===== src/rtl/core/tgp_pkg.sv =====
// Shared types and constants for the turtle grid plotter.
`default_nettype none

package tgp_pkg;

  // Command codes; 6 and 7 are unused and act as no-ops
  typedef enum logic [2:0] {
    OP_PEN_UP   = 3'd0,
    OP_PEN_DOWN = 3'd1,
    OP_TURN_R   = 3'd2,
    OP_TURN_L   = 3'd3,
    OP_MOVE     = 3'd4,
    OP_DUMP     = 3'd5
  } opcode_t;

  // Heading codes
  localparam logic [1:0] HEAD_UP    = 2'd0;
  localparam logic [1:0] HEAD_RIGHT = 2'd1;
  localparam logic [1:0] HEAD_DOWN  = 2'd2;
  localparam logic [1:0] HEAD_LEFT  = 2'd3;

  // Result field widths and the dump row limit
  localparam int ROW_BITS_W = 32;
  localparam int IDX_W      = 5;
  localparam int MAX_DUMP   = 32;

  // Controller to datapath
  typedef struct packed {
    logic    exec;         // apply the accepted command to the turtle state
    opcode_t op;
    logic    rd_cur;       // read canvas row at the cursor
    logic    rd_next;      // advance the cursor and read that row
    logic    wr;           // write back the row at the cursor, merged with the mask
    logic    emit_status;  // load a status result
    logic    emit_row;     // load a dump row result
  } dp_cmd_t;

  // Datapath to controller
  typedef struct packed {
    logic slot_free;   // output register empty or draining this cycle
    logic cur_at_end;  // cursor sits on the final row of the sweep
    logic pen;         // pen is down
  } dp_sts_t;

endpackage

`default_nettype wire


===== src/rtl/core/tgp_ctrl.sv =====
// Command sequencer for the turtle grid plotter.
`default_nettype none

module tgp_ctrl
  import tgp_pkg::*;
(
  input  wire logic       clk,
  input  wire logic       rst_n,
  input  wire logic       in_valid,
  input  wire logic [2:0] in_opcode,
  output logic            in_ready,
  output dp_cmd_t         cmd,
  input  dp_sts_t         sts
);

  typedef enum logic [5:0] {
    S_IDLE   = 6'b000001,
    S_EMIT   = 6'b000010,
    S_MV_RD  = 6'b000100,
    S_MV_WR  = 6'b001000,
    S_DP_RD  = 6'b010000,
    S_DP_OUT = 6'b100000
  } state_t;

  state_t  state_r, state_nxt;
  opcode_t op;

  assign op       = opcode_t'(in_opcode);
  assign in_ready = (state_r == S_IDLE);

  always_comb begin
    state_nxt       = state_r;
    cmd             = '0;
    cmd.op          = op;
    case (state_r)
      S_IDLE: begin
        if (in_valid) begin
          cmd.exec = 1'b1;
          case (op)
            OP_MOVE: state_nxt = sts.pen ? S_MV_RD : S_EMIT;
            OP_DUMP: state_nxt = S_DP_RD;
            default: state_nxt = S_EMIT;
          endcase
        end
      end
      S_MV_RD: begin
        cmd.rd_cur = 1'b1;
        state_nxt  = S_MV_WR;
      end
      S_MV_WR: begin
        cmd.wr = 1'b1;
        if (sts.cur_at_end) begin
          state_nxt = S_EMIT;
        end else begin
          cmd.rd_next = 1'b1;
        end
      end
      S_EMIT: begin
        if (sts.slot_free) begin
          cmd.emit_status = 1'b1;
          state_nxt       = S_IDLE;
        end
      end
      S_DP_RD: begin
        cmd.rd_cur = 1'b1;
        state_nxt  = S_DP_OUT;
      end
      S_DP_OUT: begin
        if (sts.slot_free) begin
          cmd.emit_row = 1'b1;
          if (sts.cur_at_end) begin
            state_nxt = S_IDLE;
          end else begin
            cmd.rd_next = 1'b1;
          end
        end
      end
      default: state_nxt = S_IDLE;
    endcase
  end

  always_ff @(posedge clk) begin
    if (!rst_n) begin
      state_r <= S_IDLE;
    end else begin
      state_r <= state_nxt;
    end
  end

endmodule

`default_nettype wire


===== src/rtl/core/tgp_dp.sv =====
// Turtle state, canvas memory, row cursor and result register.
`default_nettype none

module tgp_dp
  import tgp_pkg::*;
#(
  parameter int GRID_SIZE = 32
) (
  input  wire logic                  clk,
  input  wire logic                  rst_n,
  input  wire logic [IDX_W-1:0]      in_distance,
  input  dp_cmd_t                    cmd,
  output dp_sts_t                    sts,
  input  wire logic                  out_ready,
  output logic                       out_valid,
  output logic [ROW_BITS_W-1:0]      out_row_bits,
  output logic [IDX_W-1:0]           out_row_number,
  output logic [IDX_W-1:0]           out_turtle_row,
  output logic [IDX_W-1:0]           out_turtle_col,
  output logic [1:0]                 out_heading,
  output logic                       out_pen_down,
  output logic                       out_last
);

  localparam int PW     = $clog2(GRID_SIZE);
  localparam int SW     = ((PW > IDX_W) ? PW : IDX_W) + 1;
  localparam int PWW    = (PW > IDX_W) ? PW : IDX_W;
  localparam int RWW    = (GRID_SIZE > ROW_BITS_W) ? GRID_SIZE : ROW_BITS_W;
  localparam int DUMP_N = (GRID_SIZE < MAX_DUMP) ? GRID_SIZE : MAX_DUMP;
  localparam logic [PW-1:0] DUMP_LAST = PW'(DUMP_N - 1);
  localparam logic [SW-1:0] LIM       = SW'(GRID_SIZE - 1);

  // Turtle state
  logic [PW-1:0] pos_row_r, pos_row_nxt;
  logic [PW-1:0] pos_col_r, pos_col_nxt;
  logic [1:0]    head_r, head_nxt;
  logic          pen_r, pen_nxt;

  // Row sweep
  logic [PW-1:0]        cur_r, cur_nxt;
  logic [PW-1:0]        end_r, end_nxt;
  logic [GRID_SIZE-1:0] mask_r, mask_nxt;

  // Canvas
  logic [GRID_SIZE-1:0] canvas [GRID_SIZE];
  logic [GRID_SIZE-1:0] row_vld_r;
  logic [GRID_SIZE-1:0] rd_data_r;
  logic                 rd_vld_r;
  logic [PW-1:0]        rd_addr;
  logic                 rd_en;
  logic [GRID_SIZE-1:0] rd_row;
  logic [GRID_SIZE-1:0] wr_data;

  // Move arithmetic
  logic [SW-1:0] d_ext, row_ext, col_ext;
  logic [SW-1:0] row_up, row_dn, col_up, col_dn, row_sum, col_sum;
  logic [SW-1:0] clo, chi;

  // Result register
  logic                  out_valid_r;
  logic [ROW_BITS_W-1:0] out_row_bits_r;
  logic [IDX_W-1:0]      out_row_number_r;
  logic [IDX_W-1:0]      out_turtle_row_r;
  logic [IDX_W-1:0]      out_turtle_col_r;
  logic [1:0]            out_heading_r;
  logic                  out_pen_down_r;
  logic                  out_last_r;
  logic [RWW-1:0]        row_wide;
  logic [PWW-1:0]        cur_wide, prow_wide, pcol_wide;

  assign sts.slot_free  = !out_valid_r || out_ready;
  assign sts.cur_at_end = (cur_r == end_r);
  assign sts.pen        = pen_r;

  assign d_ext   = SW'(in_distance);
  assign row_ext = SW'(pos_row_r);
  assign col_ext = SW'(pos_col_r);
  assign row_sum = row_ext + d_ext;
  assign col_sum = col_ext + d_ext;
  assign row_up  = (row_ext >= d_ext) ? row_ext - d_ext : '0;
  assign col_up  = (col_ext >= d_ext) ? col_ext - d_ext : '0;
  assign row_dn  = (row_sum > LIM) ? LIM : row_sum;
  assign col_dn  = (col_sum > LIM) ? LIM : col_sum;

  always_comb begin
    pos_row_nxt = pos_row_r;
    pos_col_nxt = pos_col_r;
    head_nxt    = head_r;
    pen_nxt     = pen_r;
    cur_nxt     = cur_r;
    end_nxt     = end_r;
    mask_nxt    = mask_r;
    clo         = col_ext;
    chi         = col_ext;
    if (cmd.exec) begin
      case (cmd.op)
        OP_PEN_UP:   pen_nxt  = 1'b0;
        OP_PEN_DOWN: pen_nxt  = 1'b1;
        OP_TURN_R:   head_nxt = head_r + 2'd1;
        OP_TURN_L:   head_nxt = head_r + 2'd3;
        OP_MOVE: begin
          // Vertical moves sweep rows on one column; horizontal ones touch one row
          cur_nxt = pos_row_r;
          end_nxt = pos_row_r;
          case (head_r)
            HEAD_UP: begin
              pos_row_nxt = PW'(row_up);
              cur_nxt     = PW'(row_up);
            end
            HEAD_DOWN: begin
              pos_row_nxt = PW'(row_dn);
              end_nxt     = PW'(row_dn);
            end
            HEAD_RIGHT: begin
              pos_col_nxt = PW'(col_dn);
              chi         = col_dn;
            end
            default: begin
              pos_col_nxt = PW'(col_up);
              clo         = col_up;
            end
          endcase
          for (int c = 0; c < GRID_SIZE; c++) begin
            mask_nxt[c] = (SW'(c) >= clo) && (SW'(c) <= chi);
          end
        end
        OP_DUMP: begin
          cur_nxt = '0;
          end_nxt = DUMP_LAST;
        end
        default: ;
      endcase
    end else if (cmd.rd_next) begin
      cur_nxt = cur_r + PW'(1);
    end
  end

  always_ff @(posedge clk) begin
    if (!rst_n) begin
      pos_row_r <= '0;
      pos_col_r <= '0;
      head_r    <= HEAD_RIGHT;
      pen_r     <= 1'b0;
    end else begin
      pos_row_r <= pos_row_nxt;
      pos_col_r <= pos_col_nxt;
      head_r    <= head_nxt;
      pen_r     <= pen_nxt;
    end
  end

  always_ff @(posedge clk) begin
    cur_r  <= cur_nxt;
    end_r  <= end_nxt;
    mask_r <= mask_nxt;
  end

  // Canvas port: write at the cursor, read at the cursor or the row after it
  assign rd_en   = cmd.rd_cur || cmd.rd_next;
  assign rd_addr = cmd.rd_next ? cur_r + PW'(1) : cur_r;
  assign rd_row  = rd_vld_r ? rd_data_r : '0;
  assign wr_data = rd_row | mask_r;

  always_ff @(posedge clk) begin
    if (cmd.wr) begin
      canvas[cur_r] <= wr_data;
    end
    if (rd_en) begin
      rd_data_r <= canvas[rd_addr];
      rd_vld_r  <= row_vld_r[rd_addr];
    end
  end

  always_ff @(posedge clk) begin
    if (!rst_n) begin
      row_vld_r <= '0;
    end else if (cmd.wr) begin
      row_vld_r[cur_r] <= 1'b1;
    end
  end

  // Result register
  assign row_wide  = RWW'(rd_row);
  assign cur_wide  = PWW'(cur_r);
  assign prow_wide = PWW'(pos_row_r);
  assign pcol_wide = PWW'(pos_col_r);

  always_ff @(posedge clk) begin
    if (!rst_n) begin
      out_valid_r <= 1'b0;
    end else if (cmd.emit_status || cmd.emit_row) begin
      out_valid_r <= 1'b1;
    end else if (out_ready) begin
      out_valid_r <= 1'b0;
    end
  end

  always_ff @(posedge clk) begin
    if (cmd.emit_status || cmd.emit_row) begin
      out_row_bits_r   <= cmd.emit_row ? row_wide[ROW_BITS_W-1:0] : '0;
      out_row_number_r <= cmd.emit_row ? cur_wide[IDX_W-1:0] : '0;
      out_last_r       <= cmd.emit_status || (cur_r == end_r);
      out_turtle_row_r <= prow_wide[IDX_W-1:0];
      out_turtle_col_r <= pcol_wide[IDX_W-1:0];
      out_heading_r    <= head_r;
      out_pen_down_r   <= pen_r;
    end
  end

  assign out_valid      = out_valid_r;
  assign out_row_bits   = out_row_bits_r;
  assign out_row_number = out_row_number_r;
  assign out_turtle_row = out_turtle_row_r;
  assign out_turtle_col = out_turtle_col_r;
  assign out_heading    = out_heading_r;
  assign out_pen_down   = out_pen_down_r;
  assign out_last       = out_last_r;

endmodule

`default_nettype wire


===== src/rtl/core/turtle_grid_plotter_core.sv =====
// Top level of the turtle grid plotter: sequencer plus datapath.
//
//   channel  | handshake            | payload
//   ---------+----------------------+---------------------------------------------
//   in_      | in_valid / in_ready  | in_opcode[2:0], in_distance[4:0]
//   out_     | out_valid/out_ready  | out_row_bits[31:0], out_row_number[4:0],
//            |                      | out_turtle_row/col[4:0], out_heading[1:0],
//            |                      | out_pen_down, out_last
//
// Pen, turn, unused codes and pen-up moves touch no canvas rows. A pen-down move
// touches 1 row when horizontal, up to min(GRID_SIZE, 32) when vertical. A dump reads
// min(GRID_SIZE, 32) rows, one row per cycle while the output is not stalled.
// Reset clears the canvas at once through per-row valid bits; no sweep follows.
// A stalled output holds the result register and the sequencer waits on it;
// a new command is taken whenever the sequencer is idle, even with a result pending.
`default_nettype none

module turtle_grid_plotter_core
  import tgp_pkg::*;
#(
  parameter int GRID_SIZE = 32
) (
  input  wire logic                  clk,
  input  wire logic                  rst_n,
  input  wire logic                  in_valid,
  output logic                       in_ready,
  input  wire logic [2:0]            in_opcode,
  input  wire logic [IDX_W-1:0]      in_distance,
  output logic                       out_valid,
  input  wire logic                  out_ready,
  output logic [ROW_BITS_W-1:0]      out_row_bits,
  output logic [IDX_W-1:0]           out_row_number,
  output logic [IDX_W-1:0]           out_turtle_row,
  output logic [IDX_W-1:0]           out_turtle_col,
  output logic [1:0]                 out_heading,
  output logic                       out_pen_down,
  output logic                       out_last
);

  dp_cmd_t cmd;
  dp_sts_t sts;

  // Sequencer: decode the transaction and step through row sweeps
  tgp_ctrl u_ctrl (
    .clk       (clk),
    .rst_n     (rst_n),
    .in_valid  (in_valid),
    .in_opcode (in_opcode),
    .in_ready  (in_ready),
    .cmd       (cmd),
    .sts       (sts)
  );

  // Datapath: turtle state, canvas rows and the result register
  tgp_dp #(
    .GRID_SIZE (GRID_SIZE)
  ) u_dp (
    .clk            (clk),
    .rst_n          (rst_n),
    .in_distance    (in_distance),
    .cmd            (cmd),
    .sts            (sts),
    .out_ready      (out_ready),
    .out_valid      (out_valid),
    .out_row_bits   (out_row_bits),
    .out_row_number (out_row_number),
    .out_turtle_row (out_turtle_row),
    .out_turtle_col (out_turtle_col),
    .out_heading    (out_heading),
    .out_pen_down   (out_pen_down),
    .out_last       (out_last)
  );

endmodule

`default_nettype wire


===== config.mk =====
export PLATFORM = sky130hd
export DESIGN_NAME = turtle_grid_plotter_core
export DESIGN_NICKNAME = d
export VERILOG_FILES = /design/src/rtl/core/tgp_pkg.sv /design/src/rtl/core/tgp_ctrl.sv /design/src/rtl/core/tgp_dp.sv /design/src/rtl/core/turtle_grid_plotter_core.sv
export SDC_FILE = /design/constraint.sdc
export NUM_CORES = 1
export LEC_CHECK = 0
export BUFFER_PORTS_ARGS = -buffer_cell sky130_fd_sc_hd__buf_2
export CORE_MARGIN = 2
export CORE_UTILIZATION = 51
export CTS_BUF_LIST = sky130_fd_sc_hd__clkbuf_16
export CTS_CLUSTER_DIAMETER = 40
export DETAILED_ROUTE_END_ITERATION = 10
export PLACE_DENSITY_LB_ADDON = 0.1
export SLEW_MARGIN = 20
export SYNTH_ARGS = -nofsm -noshare
export SYNTH_HDL_FRONTEND = slang
export SYNTH_HIERARCHICAL = 1
export SYNTH_SLANG_ARGS = --single-unit

===== constraint.sdc =====
create_clock -name clk -period 4.6 [get_ports clk]
set_clock_uncertainty 0.2 [all_clocks]
set_input_delay 0.46 -clock clk [delete_from_list [all_inputs] [get_ports clk]]
set_output_delay 0.46 -clock clk [all_outputs]
set_load 0.1 [all_outputs]

==> reports/summary.txt <==
CP startpoint kind = register
Post-Syn Area = 0.0473 mm²
Detailed Route WL = 124000 µm
most frequent cells in the layout = edfxtp_1, mux4_2, clkbuf_16, nand2_1, nor2_1
Setup WS pre-CTS = 508 ps
H-Tree Depth = 4
clk sinks = 1202
boundary pin count = 65
status = complete, no violations
Yosys warning count = 6
Fin. Hold Viols = 0
Async SR Flop Fraction = 0%
Yosys cell types = 59
initial core utilization = 51.5%
CTS Buf Count = 152
Power, Total = 29.5 mW
largest net degree at the start of global routing = 56
total grt overflow = 0
Routed Antenna Nets = 0
final worst slack = 498 ps
Avg Synthesized Cell Area = 20.4 µm²
Global Route Usage Sum = 26.9%
GPL Wtd Cong = 0.882
R2R cell count = 13
1st-pass router iterations = 8
DRC Markers = 0
via count of the first global-routing pass = 24700
Synth top area share = 73.0%
fraction of layout cells with a size suffix above 1 = 30.0%
DR iter-0 viols = 3300
syn nets = 2356
RSZ-0062 raised after global routing = no
CTS tree = yes
Pleak = 18.3 nW
via count = 24400
worst vdd ir = 409 µV
row count = 111
top_reg_cell synth = edfxtp_1
CP required = 4900 ps
Least-Margin Pin Slew = 1010 ps
Final Setup Violations = 0
Worst Setup SP = u_ctrl/state_r[1]$_SDFFE_PN0P_
Post-Synthesis Cells = 2316
crit path max fanout = 50
Die Span Y = 308 µm
core area = 0.0918 mm²
clock transition at the registers of the reported paths = 60 ps
Slew Viols, Final = 0
Setup CP Type = reg -> reg
TNS Setup = 0 ps
Max Cap Viol = 0
area grow syn2layout = 16.9%
worst path arrival time = 4400 ps
Max Root-Sink Buffers = 3
hpwl dp = 65900 µm
drt via density = 6.30
cts repair resizes = 0
Setup crit end = u_dp/rd_data_r[16]$_DFFE_PP_
die area = 0.0952 mm²
register area share after synthesis = 75.2%
synth top area cells = edfxtp_1, mux4_2, dfxtp_1
P per Cell Area = 534 mW/mm²
initial antenna violation count = 3
r2r setup slk = 500 ps
min cycle time layout = 4100 ps
FMAX = 0.244 GHz
Critical R2R Capture = u_dp/rd_data_r[16]$_DFFE_PP_
Post-synth EDFFs = 1150
number of synthesized register bits = 1202
max_slew headroom = 32.8%
# port buffers = 64
Worst-Skew Late Latency = 750 ps
first-pass GRT wire length = 179000 µm
Yosys top cell by area = edfxtp_1
worst r2r src = u_ctrl/state_r[1]$_SDFFE_PN0P_
Tcrit/Tclk final = 89.2%
# nets final = 2554
CTS Root Cell = clkbuf_16
element type at the critical path end = register
die width = 308 µm
wire length per cell = 32.1 µm
commonest non-fill, non-tap cell in the layout = edfxtp_1
Hold Crit Class = in -> reg
[through the flow]
stage,hold WS (ps),utilization [%],instances,cell area [µm²]
floorplan,231,-,2316,47300
global placement,244,54.5,3593,50100
detailed placement,257,54.5,3593,50100
CTS,43.3,60.2,3875,55300
global route,120,60.2,3875,55300
finish,85.7,60.2,3877,55300
[sequential cells by signal, indices dropped and copies added, names as in the netlist]
signal               cells
u_ctrl/state_r           6
u_dp/canvas           1024
u_dp/cur_r               5
u_dp/end_r               5
u_dp/head_r              2
u_dp/mask_r             32
u_dp/out_heading         2
u_dp/out_last            1
u_dp/out_pen_down        1
u_dp/out_row_bits       32
u_dp/out_row_number      5
u_dp/out_turtle_col      5
u_dp/out_turtle_row      5
u_dp/out_valid           1
u_dp/pcol_wide           5
u_dp/pen_r               1
u_dp/pos_row_r           5
u_dp/rd_data_r          32
u_dp/rd_vld_r            1
u_dp/row_vld_r          32
[metal layers]
layer  vias to the layer above  global-route usage, %  wire [µm]
met5                         -                      0          0
met4                         0                   9.85       4230
met3                       244                   4.89       9900
met2                      1107                   41.6      59000
met1                     13200                   38.8      51100
li1                       9938                      -          -
[worst max-delay path, cell delays in order (launching register included)]
cell and delay (ps):
dfxtp_1 360, or4_4 560, nor3b_2 180, buf_4 170
nor2_1 50, nor2_1 90, buf_4 170, xnor2_2 150
buf_12 210, buf_12 360, mux4_2 560, mux4_2 570
nand2_1 100, nand2_1 60
[Yosys cell counts (18+ instances only)]
master	number
dfxtp_1	52
ha_1	24
inv_1	23
mux4_2	330
and3_1	33
nand2_1	141
a31oi_1	19
edfxtp_1	1150
buf_1	19
o21ai_0	18
clkbuf_1	67
a21oi_1	31
buf_2	32
a21o_1	36
nor2_1	138
[cell families after synthesis]
group / Yosys count / share of synthesized area [%]
simple gates: 412 / 3.99
compound gates: 166 / 2.37
xor+xnor: 24 / 0.445
mux: 335 / 15.8
fa+ha+maj: 28 / 0.804
buf+inv: 149 / 1.32
flops: 1202 / 75.2
[how the worst min path moves through the flow]
stage	from	endpoint	slack (ps)	cells after the start
detailed placement	u_dp/row_vld_r[13]$_SDFFE_PN0P_	u_dp/row_vld_r[13]$_SDFFE_PN0P_	260	2
finish	in_distance[0]	u_dp/pos_row_r[0]$_SDFFE_PN0P_	90	5
CTS	in_distance[0]	u_dp/pos_row_r[0]$_SDFFE_PN0P_	40	5
global route	in_distance[0]	u_dp/pos_row_r[0]$_SDFFE_PN0P_	120	5
floorplan	u_dp/pen_r$_SDFFE_PN0P_	u_dp/out_pen_down$_DFFE_PP_	230	0
global placement	u_dp/row_vld_r[8]$_SDFFE_PN0P_	u_dp/row_vld_r[8]$_SDFFE_PN0P_	240	2
[where the power goes]
group          total [mW]  internal [mW]  switching, mW  leakage [nW]
Combinational        5.50           2.67           2.83          5.04
Sequential           12.1           12.1         0.0634          10.7
Clock                11.9           7.11           4.77          2.51
Total                29.5           21.9           7.66          18.3
[final cells by class]
class	instances	area (µm²)
fillers	6497	36500
inverters	25	93.8
repair buffers	168	1530
clock inverters	118	1270
diodes	2	5.00
well taps	1243	1560
flip-flops and latches	1202	35600
multi-input cells	965	11400
clock buffers	154	3850
[timing repair]
item / in CTS / in global routing
hold buffers: 10 / 0
setup buffers: 0 / 0
endpoints found under the hold margin: 17 / 0
Note: power is estimated with default switching activity, not from simulation.
